--- config.mk ---
export PLATFORM = sky130hd
export DESIGN_NAME = timer_divider_setting_calc_top_flat
export DESIGN_NICKNAME = d
export VERILOG_FILES = /design/src/rtl/tdsc_pkg.sv /design/src/rtl/tdsc_req_if.sv /design/src/rtl/tdsc_res_if.sv /design/src/rtl/tdsc_div_pipe.sv /design/src/rtl/timer_divider_setting_calc_top.sv /design/src/flat_wrapper.sv
export SDC_FILE = /design/constraint.sdc
export NUM_CORES = 2
export LEC_CHECK = 0
export BUFFER_PORTS_ARGS = -buffer_cell sky130_fd_sc_hd__buf_2
export CELL_PAD_IN_SITES_DETAIL_PLACEMENT = 0
export CELL_PAD_IN_SITES_GLOBAL_PLACEMENT = 1
export CORE_MARGIN = 4
export CORE_UTILIZATION = 50
export CTS_BUF_LIST = sky130_fd_sc_hd__clkbuf_4
export DETAILED_ROUTE_END_ITERATION = 10
export PLACE_DENSITY = 0.79
export SYNTH_ARGS = -nofsm -noshare
export SYNTH_HDL_FRONTEND = slang
export SYNTH_HIERARCHICAL = 1
export SYNTH_SLANG_ARGS = --single-unit
export TNS_END_PERCENT = 5
--- constraint.sdc ---
create_clock -name clk_i -period 28.6 [get_ports clk_i]
set_input_delay 4.29 -clock clk_i [delete_from_list [all_inputs] [get_ports clk_i]]
set_output_delay 4.29 -clock clk_i [all_outputs]
set_load 0.02 [all_outputs]
--- src/rtl/tdsc_pkg.sv ---
// ----------------------------------------------------------------------------
// tdsc_pkg
// Types and constants shared by the timer divider setting calculator.
// ----------------------------------------------------------------------------
package tdsc_pkg;

  // Dividend (module clock) and divisor (tick rate) widths
  localparam int unsigned DividendW = 32;
  localparam int unsigned DivisorW  = 20;

  localparam logic [DivisorW-1:0]  TickRateHz   = 20'd1000000;
  localparam logic [DividendW-1:0] DivLimitFull = 32'(256 * 256 * 16);
  localparam logic [6:0]           ScaledTopBit = 7'd15;
  // Period bit length at which the tick rate drops to zero
  localparam logic [6:0]           RateZeroLen  = 7'd35;

  // Clock select field, mode word bits 2:1
  localparam logic [1:0] ClkNormal = 2'd1;
  localparam logic [1:0] ClkSlow   = 2'd2;

  typedef enum logic [1:0] {
    StOk       = 2'd0,
    StDivRange = 2'd1,
    StRateZero = 2'd2
  } status_e;

  typedef enum logic {
    RegClockHz     = 1'b0,
    RegHasPrimary  = 1'b1
  } reg_idx_e;

  // Request data that rides along the divider pipeline
  typedef struct packed {
    logic        rate_zero;
    logic        reload;
    logic [15:0] ref_val;
  } side_t;

endpackage

--- src/rtl/tdsc_req_if.sv ---
// ----------------------------------------------------------------------------
// tdsc_req_if
// Request channel: one timer period request per word.
// ----------------------------------------------------------------------------
interface tdsc_req_if;
  logic        valid;
  logic        ready;
  logic        cmd;
  logic [63:0] period_us;
  logic        reload;

  modport source (output valid, output cmd, output period_us, output reload, input ready);
  modport sink   (input valid, input cmd, input period_us, input reload, output ready);
endinterface

--- src/rtl/tdsc_res_if.sv ---
// ----------------------------------------------------------------------------
// tdsc_res_if
// Result channel: one set of timer channel settings per word.
// ----------------------------------------------------------------------------
interface tdsc_res_if;
  logic        valid;
  logic        ready;
  logic [1:0]  status;
  logic [15:0] mode_word;
  logic [7:0]  primary_prescale;
  logic [15:0] reference;

  modport source (output valid, output status, output mode_word, output primary_prescale,
                  output reference, input ready);
  modport sink   (input valid, input status, input mode_word, input primary_prescale,
                  input reference, output ready);
endinterface

--- src/rtl/tdsc_div_pipe.sv ---
// ----------------------------------------------------------------------------
// tdsc_div_pipe
// Pipelined restoring divider: module clock over tick rate, BitsPerStage
// quotient bits per stage, with per-stage valid and ready.
// ----------------------------------------------------------------------------
module tdsc_div_pipe #(
  parameter int unsigned BitsPerStage = 4
) (
  input  logic                               clk_i,
  input  logic                               rst_ni,
  input  logic                               valid_i,
  output logic                               ready_o,
  input  logic [tdsc_pkg::DividendW-1:0]     dividend_i,
  input  logic [tdsc_pkg::DivisorW-1:0]      divisor_i,
  input  tdsc_pkg::side_t                    side_i,
  output logic                               valid_o,
  input  logic                               ready_i,
  output logic [tdsc_pkg::DividendW-1:0]     quotient_o,
  output tdsc_pkg::side_t                    side_o
);

  localparam int unsigned NW        = tdsc_pkg::DividendW;
  localparam int unsigned RW        = tdsc_pkg::DivisorW;
  localparam int unsigned NumStages = NW / BitsPerStage;

  logic [NumStages-1:0] v_q;
  logic [NumStages:0]   rdy;
  logic [NW-1:0]        num_q [NumStages];
  logic [RW-1:0]        rem_q [NumStages];
  logic [RW-1:0]        dsr_q [NumStages];
  tdsc_pkg::side_t      side_q [NumStages];

  assign rdy[NumStages] = ready_i;
  assign ready_o        = rdy[0];

  genvar s;
  for (s = 0; s < NumStages; s++) begin : g_stage
    logic            src_v;
    logic [NW-1:0]   src_num;
    logic [RW-1:0]   src_rem;
    logic [RW-1:0]   src_dsr;
    tdsc_pkg::side_t src_side;
    logic [NW-1:0]   nxt_num;
    logic [RW-1:0]   nxt_rem;

    if (s == 0) begin : g_first
      assign src_v    = valid_i;
      assign src_num  = dividend_i;
      assign src_rem  = '0;
      assign src_dsr  = divisor_i;
      assign src_side = side_i;
    end else begin : g_next
      assign src_v    = v_q[s-1];
      assign src_num  = num_q[s-1];
      assign src_rem  = rem_q[s-1];
      assign src_dsr  = dsr_q[s-1];
      assign src_side = side_q[s-1];
    end

    // Dividend bits shift out the top, quotient bits shift in at the bottom
    always_comb begin
      logic [RW:0] t;
      nxt_num = src_num;
      nxt_rem = src_rem;
      for (int j = 0; j < BitsPerStage; j++) begin
        t       = {nxt_rem, nxt_num[NW-1]};
        nxt_num = {nxt_num[NW-2:0], 1'b0};
        if (t >= {1'b0, src_dsr}) begin
          nxt_rem    = RW'(t - {1'b0, src_dsr});
          nxt_num[0] = 1'b1;
        end else begin
          nxt_rem = t[RW-1:0];
        end
      end
    end

    assign rdy[s] = !v_q[s] || rdy[s+1];

    always_ff @(posedge clk_i or negedge rst_ni) begin
      if (!rst_ni) begin
        v_q[s] <= 1'b0;
      end else if (rdy[s]) begin
        v_q[s] <= src_v;
      end
    end

    always_ff @(posedge clk_i) begin
      if (rdy[s] && src_v) begin
        num_q[s]  <= nxt_num;
        rem_q[s]  <= nxt_rem;
        dsr_q[s]  <= src_dsr;
        side_q[s] <= src_side;
      end
    end
  end

  assign valid_o    = v_q[NumStages-1];
  assign quotient_o = num_q[NumStages-1];
  assign side_o     = side_q[NumStages-1];

endmodule

--- src/rtl/timer_divider_setting_calc_top.sv ---
// ----------------------------------------------------------------------------
// timer_divider_setting_calc_top
// Turns timer period requests into 16-bit timer channel settings.
// ----------------------------------------------------------------------------
// Usage:
//   Program clock_hz (0x0) and has_primary_prescaler (0x4) over the APB port
//   while no request is in flight. Send requests on req_i (cmd, period_us,
//   reload); each yields one word on res_o (status, mode_word,
//   primary_prescale, reference) in request order.
// Pipeline: a request passes the leading-bit search stage, the period
//   scaling stage, the divider stages and the output register, in that
//   order, before its word appears on res_o.
// Throughput: one word per cycle while res_o is ready. Every stage has
//   its own valid bit and ready, so empty stages keep filling while res_o
//   is stalled; a stall holds every full stage and drops nothing.
// Reset: clears all valid bits, clock_hz to 0 and has_primary_prescaler
//   to 1.
// ----------------------------------------------------------------------------
module timer_divider_setting_calc_top #(
  parameter int unsigned DivBitsPerStage = 4
) (
  input  logic         clk_i,
  input  logic         rst_ni,
  input  logic         psel,
  input  logic         penable,
  input  logic         pwrite,
  input  logic [2:0]   paddr,
  input  logic [31:0]  pwdata,
  output logic [31:0]  prdata,
  output logic         pready,
  tdsc_req_if.sink     req_i,
  tdsc_res_if.source   res_o
);

  // --------------------------------------------------------------------------
  // Configuration registers
  // --------------------------------------------------------------------------
  logic [31:0]          clock_hz_q;
  logic                 has_pp_q;
  tdsc_pkg::reg_idx_e   reg_idx;
  logic                 cfg_wr;

  assign pready  = 1'b1;
  assign reg_idx = tdsc_pkg::reg_idx_e'(paddr[2]);
  assign cfg_wr  = psel && penable && pwrite;

  always_ff @(posedge clk_i or negedge rst_ni) begin
    if (!rst_ni) begin
      clock_hz_q <= '0;
      has_pp_q   <= 1'b1;
    end else if (cfg_wr) begin
      case (reg_idx)
        tdsc_pkg::RegClockHz:    clock_hz_q <= pwdata;
        tdsc_pkg::RegHasPrimary: has_pp_q   <= pwdata[0];
        default: ;
      endcase
    end
  end

  always_comb begin
    case (reg_idx)
      tdsc_pkg::RegClockHz:    prdata = clock_hz_q;
      tdsc_pkg::RegHasPrimary: prdata = {31'd0, has_pp_q};
      default:                 prdata = '0;
    endcase
  end

  // --------------------------------------------------------------------------
  // Stage A: leading set bit of each 16-bit chunk of the period
  // --------------------------------------------------------------------------
  logic        a_v_q, a_rdy;
  logic        a_cmd_q, a_reload_q;
  logic [63:0] a_period_q;
  logic [3:0]  a_nz_q, a_nz_d;
  logic [3:0]  a_pos_q [4];
  logic [3:0]  a_pos_d [4];
  logic        b_v_q, b_rdy;

  always_comb begin
    logic [15:0] chunk;
    for (int c = 0; c < 4; c++) begin
      chunk      = req_i.period_us[16*c +: 16];
      a_nz_d[c]  = |chunk;
      a_pos_d[c] = '0;
      for (int k = 0; k < 16; k++) begin
        if (chunk[k]) a_pos_d[c] = 4'(k);
      end
    end
  end

  assign a_rdy       = !a_v_q || b_rdy;
  assign req_i.ready = a_rdy;

  always_ff @(posedge clk_i or negedge rst_ni) begin
    if (!rst_ni) begin
      a_v_q <= 1'b0;
    end else if (a_rdy) begin
      a_v_q <= req_i.valid;
    end
  end

  always_ff @(posedge clk_i) begin
    if (a_rdy && req_i.valid) begin
      a_cmd_q    <= req_i.cmd;
      a_reload_q <= req_i.reload;
      a_period_q <= req_i.period_us;
      a_nz_q     <= a_nz_d;
      a_pos_q    <= a_pos_d;
    end
  end

  // --------------------------------------------------------------------------
  // Stage B: bit length, scale shift, tick rate and reference value
  // --------------------------------------------------------------------------
  logic [6:0]                       blen, sh;
  logic                             wide;
  logic [tdsc_pkg::DivisorW-1:0]    b_rate_d, b_rate_q;
  tdsc_pkg::side_t                  b_side_d, b_side_q;
  logic                             div_in_rdy;

  always_comb begin
    blen = '0;
    for (int c = 0; c < 4; c++) begin
      if (a_nz_q[c]) blen = 7'(16 * c) + {3'd0, a_pos_q[c]} + 7'd1;
    end
    wide = blen > tdsc_pkg::ScaledTopBit;
    sh   = wide ? (blen - tdsc_pkg::ScaledTopBit) : 7'd0;

    b_side_d.reload = a_reload_q;
    if (a_cmd_q) begin
      b_rate_d           = tdsc_pkg::TickRateHz;
      b_side_d.rate_zero = 1'b0;
      b_side_d.ref_val   = a_period_q[15:0];
    end else begin
      b_rate_d           = tdsc_pkg::TickRateHz >> sh;
      b_side_d.rate_zero = blen >= tdsc_pkg::RateZeroLen;
      b_side_d.ref_val   = 16'(a_period_q >> sh);
    end
  end

  assign b_rdy = !b_v_q || div_in_rdy;

  always_ff @(posedge clk_i or negedge rst_ni) begin
    if (!rst_ni) begin
      b_v_q <= 1'b0;
    end else if (b_rdy) begin
      b_v_q <= a_v_q;
    end
  end

  always_ff @(posedge clk_i) begin
    if (b_rdy && a_v_q) begin
      b_rate_q <= b_rate_d;
      b_side_q <= b_side_d;
    end
  end

  // --------------------------------------------------------------------------
  // Divider: clock_hz / tick rate
  // --------------------------------------------------------------------------
  logic                              dv_v, f_rdy;
  logic [tdsc_pkg::DividendW-1:0]    dv_q;
  tdsc_pkg::side_t                   dv_side;

  tdsc_div_pipe #(
    .BitsPerStage (DivBitsPerStage)
  ) u_div (
    .clk_i      (clk_i),
    .rst_ni     (rst_ni),
    .valid_i    (b_v_q),
    .ready_o    (div_in_rdy),
    .dividend_i (clock_hz_q),
    .divisor_i  (b_rate_q),
    .side_i     (b_side_q),
    .valid_o    (dv_v),
    .ready_i    (f_rdy),
    .quotient_o (dv_q),
    .side_o     (dv_side)
  );

  // --------------------------------------------------------------------------
  // Output stage: range check, clock select and prescale split
  // --------------------------------------------------------------------------
  logic [31:0]        limit, d2;
  logic               slow;
  logic [7:0]         sps, psr;
  tdsc_pkg::status_e  st_d;
  logic [15:0]        mode_d, ref_d;
  logic [7:0]         psr_d;

  logic               res_v_q;
  logic [1:0]         res_st_q;
  logic [15:0]        res_mode_q, res_ref_q;
  logic [7:0]         res_psr_q;

  always_comb begin
    limit = has_pp_q ? tdsc_pkg::DivLimitFull : (tdsc_pkg::DivLimitFull >> 8);
    slow  = dv_q > (limit >> 4);
    d2    = slow ? (dv_q >> 4) : dv_q;
    // Zero divider wraps the secondary prescale to 255
    if (d2 <= 32'd256) begin
      psr = 8'd0;
      sps = 8'(d2 - 32'd1);
    end else begin
      psr = 8'd255;
      sps = 8'((d2 >> 8) - 32'd1);
    end

    mode_d = '0;
    psr_d  = '0;
    ref_d  = '0;
    if (dv_side.rate_zero) begin
      st_d = tdsc_pkg::StRateZero;
    end else if (dv_q > limit) begin
      st_d = tdsc_pkg::StDivRange;
    end else begin
      st_d        = tdsc_pkg::StOk;
      mode_d      = {sps, 3'd0, 1'b1, dv_side.reload,
                     slow ? tdsc_pkg::ClkSlow : tdsc_pkg::ClkNormal, 1'b0};
      psr_d       = psr;
      ref_d       = dv_side.ref_val;
    end
  end

  assign f_rdy = !res_v_q || res_o.ready;

  always_ff @(posedge clk_i or negedge rst_ni) begin
    if (!rst_ni) begin
      res_v_q <= 1'b0;
    end else if (f_rdy) begin
      res_v_q <= dv_v;
    end
  end

  always_ff @(posedge clk_i) begin
    if (f_rdy && dv_v) begin
      res_st_q   <= st_d;
      res_mode_q <= mode_d;
      res_psr_q  <= psr_d;
      res_ref_q  <= ref_d;
    end
  end

  assign res_o.valid            = res_v_q;
  assign res_o.status           = res_st_q;
  assign res_o.mode_word        = res_mode_q;
  assign res_o.primary_prescale = res_psr_q;
  assign res_o.reference        = res_ref_q;

`ifndef ASSERT_OFF
  // Error words carry no settings
  a_err_zero: assert property (@(posedge clk_i) disable iff (!rst_ni)
    res_o.valid && (res_o.status != tdsc_pkg::StOk) |->
      (res_o.mode_word == 16'd0) && (res_o.primary_prescale == 8'd0) &&
      (res_o.reference == 16'd0))
    else $error("error result with nonzero settings");

  // Good words enable the reference interrupt and pick a legal clock
  a_ok_mode: assert property (@(posedge clk_i) disable iff (!rst_ni)
    res_o.valid && (res_o.status == tdsc_pkg::StOk) |->
      res_o.mode_word[4] &&
      ((res_o.mode_word[2:1] == tdsc_pkg::ClkNormal) ||
       (res_o.mode_word[2:1] == tdsc_pkg::ClkSlow)))
    else $error("bad mode word on good result");

  // Without a primary prescaler the divider never needs it
  a_no_pp: assert property (@(posedge clk_i) disable iff (!rst_ni)
    res_o.valid && !has_pp_q && (res_o.status == tdsc_pkg::StOk) |->
      (res_o.primary_prescale == 8'd0))
    else $error("primary prescale used with small divider limit");

  // Hold a stalled result word
  a_res_hold: assert property (@(posedge clk_i) disable iff (!rst_ni)
    res_o.valid && !res_o.ready |=>
      res_o.valid && $stable(res_o.status) && $stable(res_o.mode_word) &&
      $stable(res_o.primary_prescale) && $stable(res_o.reference))
    else $error("result word changed while stalled");
`endif

endmodule

--- src/flat_wrapper.sv ---
// flat-port wrapper written by rule: the top's interface ports become plain ports
module timer_divider_setting_calc_top_flat 
#(
  parameter int unsigned DivBitsPerStage = 4
)
  (clk_i, rst_ni, psel, penable, pwrite, paddr, pwdata, prdata, pready, req_i_valid, req_i_cmd, req_i_period_us, req_i_reload, req_i_ready, res_o_valid, res_o_status, res_o_mode_word, res_o_primary_prescale, res_o_reference, res_o_ready);
  tdsc_req_if req_i_i ();
  tdsc_res_if res_o_i ();
  input  logic clk_i;
  input  logic rst_ni;
  input  logic psel;
  input  logic penable;
  input  logic pwrite;
  input  logic [2:0] paddr;
  input  logic [31:0] pwdata;
  output logic [31:0] prdata;
  output logic pready;
  input wire logic [$bits(req_i_i.valid)-1:0] req_i_valid;
  input wire logic [$bits(req_i_i.cmd)-1:0] req_i_cmd;
  input wire logic [$bits(req_i_i.period_us)-1:0] req_i_period_us;
  input wire logic [$bits(req_i_i.reload)-1:0] req_i_reload;
  output wire logic [$bits(req_i_i.ready)-1:0] req_i_ready;
  output wire logic [$bits(res_o_i.valid)-1:0] res_o_valid;
  output wire logic [$bits(res_o_i.status)-1:0] res_o_status;
  output wire logic [$bits(res_o_i.mode_word)-1:0] res_o_mode_word;
  output wire logic [$bits(res_o_i.primary_prescale)-1:0] res_o_primary_prescale;
  output wire logic [$bits(res_o_i.reference)-1:0] res_o_reference;
  input wire logic [$bits(res_o_i.ready)-1:0] res_o_ready;
  assign req_i_i.valid = req_i_valid;
  assign req_i_i.cmd = req_i_cmd;
  assign req_i_i.period_us = req_i_period_us;
  assign req_i_i.reload = req_i_reload;
  assign req_i_ready = req_i_i.ready;
  assign res_o_valid = res_o_i.valid;
  assign res_o_status = res_o_i.status;
  assign res_o_mode_word = res_o_i.mode_word;
  assign res_o_primary_prescale = res_o_i.primary_prescale;
  assign res_o_reference = res_o_i.reference;
  assign res_o_i.ready = res_o_ready;
  timer_divider_setting_calc_top #(.DivBitsPerStage(DivBitsPerStage)) u_core (.clk_i(clk_i), .rst_ni(rst_ni), .psel(psel), .penable(penable), .pwrite(pwrite), .paddr(paddr), .pwdata(pwdata), .prdata(prdata), .pready(pready), .req_i(req_i_i), .res_o(res_o_i));
endmodule
==> reports/metrics.cfg <==
[yosys]
synth_enable_flop_cells=835
combinational_family_with_the_most_area_after_synthesis=compound AO/OA/AOI/OAI gates
synth-compound-area-share=0.1956
synth_top_area_share=0.3561
yosys_register_bits=879
synth_xor_xnor_area_share=0.05834
number_of_distinct_standard_cells_referenced_by_the_synthesized_netlist=130
yosys.area_share.simple=0.1372
synth.cell_area_sq_um=70410
dominant_register_cell_in_the_synthesized_netlist=sky130_fd_sc_hd__edfxtp_1
synth_area_leaders=sky130_fd_sc_hd__edfxtp_1, sky130_fd_sc_hd__ha_1, sky130_fd_sc_hd__mux2_2
synthCells=7171
post_synth_mux_area_share=0.07677
synth-async-reset-ratio=0.05006
yosys.area_share.adder=0.1208
synthesis.area_per_instance_sq_um=9.818
synth_warnings=6
post-synth-top-area-cell=sky130_fd_sc_hd__edfxtp_1
yosysSeqAreaShare=0.3718

[sta]
setup_tns_ns=0
clock-skew-final_ns=0.09767
fmax_ghz=0.07141
timing.final.setup_violations=0
period_minus_slack_ns=14.00
slew_viol_final=0
period_share=0.4897
whs_ns=0.3864
hold_viol_final=0
grt_setup_unrepaired=false
worst-slew-pin-transition_ns=1.186
slew-limit-headroom=0.2033

[routing]
via_per_inst=5.968
detailroute.via_count=56429
detailedRoute.firstIterationViolations=4088
drc_errors=0
detail_route.first_pass.iterations=6
wire_per_inst_um=20.54
drt.antenna.violating_nets=0
routed_wl_mm=194.3

[floorplanning]
die-area_sq_um=146900
initial_core_util=0.5040
ioPinCount=185
row_count=137
die_w_um=383.2
coreArea_sq_um=139700
die_y_um=383.2

[finish]
fill_cell_instance_count_of_the_final_layout=12657
layout.cells.most_common_list=sky130_fd_sc_hd__edfxtp_1, sky130_fd_sc_hd__ha_1, sky130_fd_sc_hd__a21oi_1, sky130_fd_sc_hd__nor2_1, sky130_fd_sc_hd__nand2_1
layout_commonest_cell=sky130_fd_sc_hd__edfxtp_1
layout-drive-gt1-share=0.1407
final_net_count=8176
layout-area-overhead-vs-synth_pct=7.777
finish.instance_area_sq_um=75880

[worst_setup_path]
crit_required_ns=29.53
cpLargestDelayFamily=compound AO/OA/AOI/OAI gates
setup.worst_path.class=flip-flop to flip-flop
worst-path-buf-inv=7
critical_path.max_fanout=29
worstSetupStartpointType=flip-flop
crit_arrival_ns=14.94
critical-path-top-cell-by-count=sky130_fd_sc_hd__a21oi_1
critPathSlowestCell=sky130_fd_sc_hd__o21ai_0
critical-path-max-stage-delay_ns=0.67
worst_setup_path_end_kind=flip-flop

[global_route]
initial_antenna_violation_count=4
first_global_vias=53472
grt_pass1_wl_mm=301.0
global_route.overflow_total=0
grt_max_degree=87
grtUsageTotal=0.2577

[clocking]
cts_tree=yes
insertion_delay_ns=1.25
cts-root-to-sink-buffers=3
cts-hold-fix-buffers=0
number_of_resized_instances_in_the_post_cts_repair_step=0
cts_buffers=215
clockRootBuffer=sky130_fd_sc_hd__clkbuf_4
deepest_level_of_the_cts_h_tree=4
clk_pin_slew_ns=0.06
buffer_count_from_post_cts_setup_fixing=0
cts.sinks=879

[placed_design]
placement.cell_area_sq_um=73090
place.detailed.hpwl_mm=153.2
place.port_buffers=177
gp_routability_congestion=0.9440

[run_status]
run_status=finished clean

[flow_run]
max-cap-violations=0

[min_path]
hold_path_class=flip-flop to flip-flop

sequential cells by signal, indices dropped and copies added, names as in the netlist, 4 cells and up:
signal                      cells
u_core/u_div/rem_q            140
u_core/u_div/num_q            256
u_core/a_period_q              64
u_core/u_div/dsr_q            140
u_core/b_rate_q                20
u_core/u_div/side_q           144
u_core/clock_hz_q              32
u_core/res_o.reference         16
u_core/res_o.mode_word         12
u_core/a_nz_q                   4
u_core/u_div/g_stage.src_v      7
u_core/b_side_q                18
u_core/a_pos_q                 16
metrics by stage:
stage / utilization / worst slack (ns) / instances
6_report: 0.5432 / 14.60 / 9455
3_3_place_gp: 0.5232 / 14.68 / 9065
2_1_floorplan: - / 17.58 / 7174
4_1_cts: 0.5430 / 14.56 / 9444
3_5_place_dp: 0.5232 / 14.57 / 9065
5_1_grt: 0.5431 / 13.58 / 9451
worst reg2reg max path: cells and delay by family, from the launching register on:
| kind | cells | cell delay (ns) |
|---|---|---|
| AOI/OAI and AO/OA | 24 | 6.53 |
| adders and majority gates | 4 | 1.35 |
| buffers and inverters | 7 | 2.59 |
| DFF | 1 | 0.55 |
| muxes | 4 | 1.40 |
| and+or+nand+nor | 5 | 1.34 |
final cells by class:
class	instances	area, sq um	share of cell area
Timing Repair Buffer	229	1276	0.01682
Multi-Input combinational cell	5632	41600	0.5482
Clock inverter	71	451.7	0.005953
Inverter	449	1690	0.02228
Tap cell	1876	2347	0.03093
Sequential cell	879	26180	0.3450
Antenna cell	11	27.53	0.0003628
Clock buffer	308	2312	0.03047
cell usage after synthesis (all sizes together), types with 38 or more instances:
cell type    n
mux2       340
nand2      486
xor2       153
nand2b     100
nor2b      123
edfxtp     835
o211ai      79
a21o       222
nor4        44
or2         38
nor3       146
buf        126
dfrtp       43
o21bai      69
xnor2      316
inv        447
a31oi       69
mux2i      150
nand3      148
clkbuf      88
nand4       96
a211oi      81
nor2       497
or3         46
a21oi      576
and2        73
ha         632
o21a       112
a21boi      38
o21ai      381
and3        62
path summary, 6_finish.rpt:
| check | startpoint | to | slack (ns) | cells past startpoint |
|---|---|---|---|---|
| max in group asynchronous | rst_ni | u_core/clock_hz_q[25] | 24.81 | 2 |
| min in group asynchronous | rst_ni | u_core/clock_hz_q[29] | 3.25 | 2 |
| worst max-delay path | u_core/u_div/dsr_q[4][1] | u_core/u_div/rem_q[5][18] | 14.60 | 44 |
| worst max register to register | u_core/u_div/dsr_q[4][1] | u_core/u_div/rem_q[5][18] | 14.60 | 44 |
| worst min-delay path | u_core/u_div/num_q[0][72] | u_core/u_div/num_q[0][108] | 0.39 | 0 |
| worst min register to register | u_core/u_div/num_q[0][72] | u_core/u_div/num_q[0][108] | 0.39 | 0 |
kinds of logic (layout without fill, tap and decap cells):
logic type,Yosys count,after routing
buffers and inverters,663,1057
AND/OR/NAND/NOR,1954,1954
multiplexers,492,492
AO/OA/AOI/OAI,2050,2050
other,2,16
XOR/XNOR,469,469
flip-flops,879,879
adder cells (fa/ha/maj),662,662
per-layer routing:
layer  track usage  vias to the layer above  share of wire
met2        0.4222                     1608           0.47
li1              -                    27622              -
met1        0.3408                    26838           0.44
met4        0.1098                        0          0.044
met3       0.03803                      361          0.050
met5             0                        -              0
Power is not shown: default switching activity piles up to over one toggle a cycle in this logic, so the estimate is an artifact.
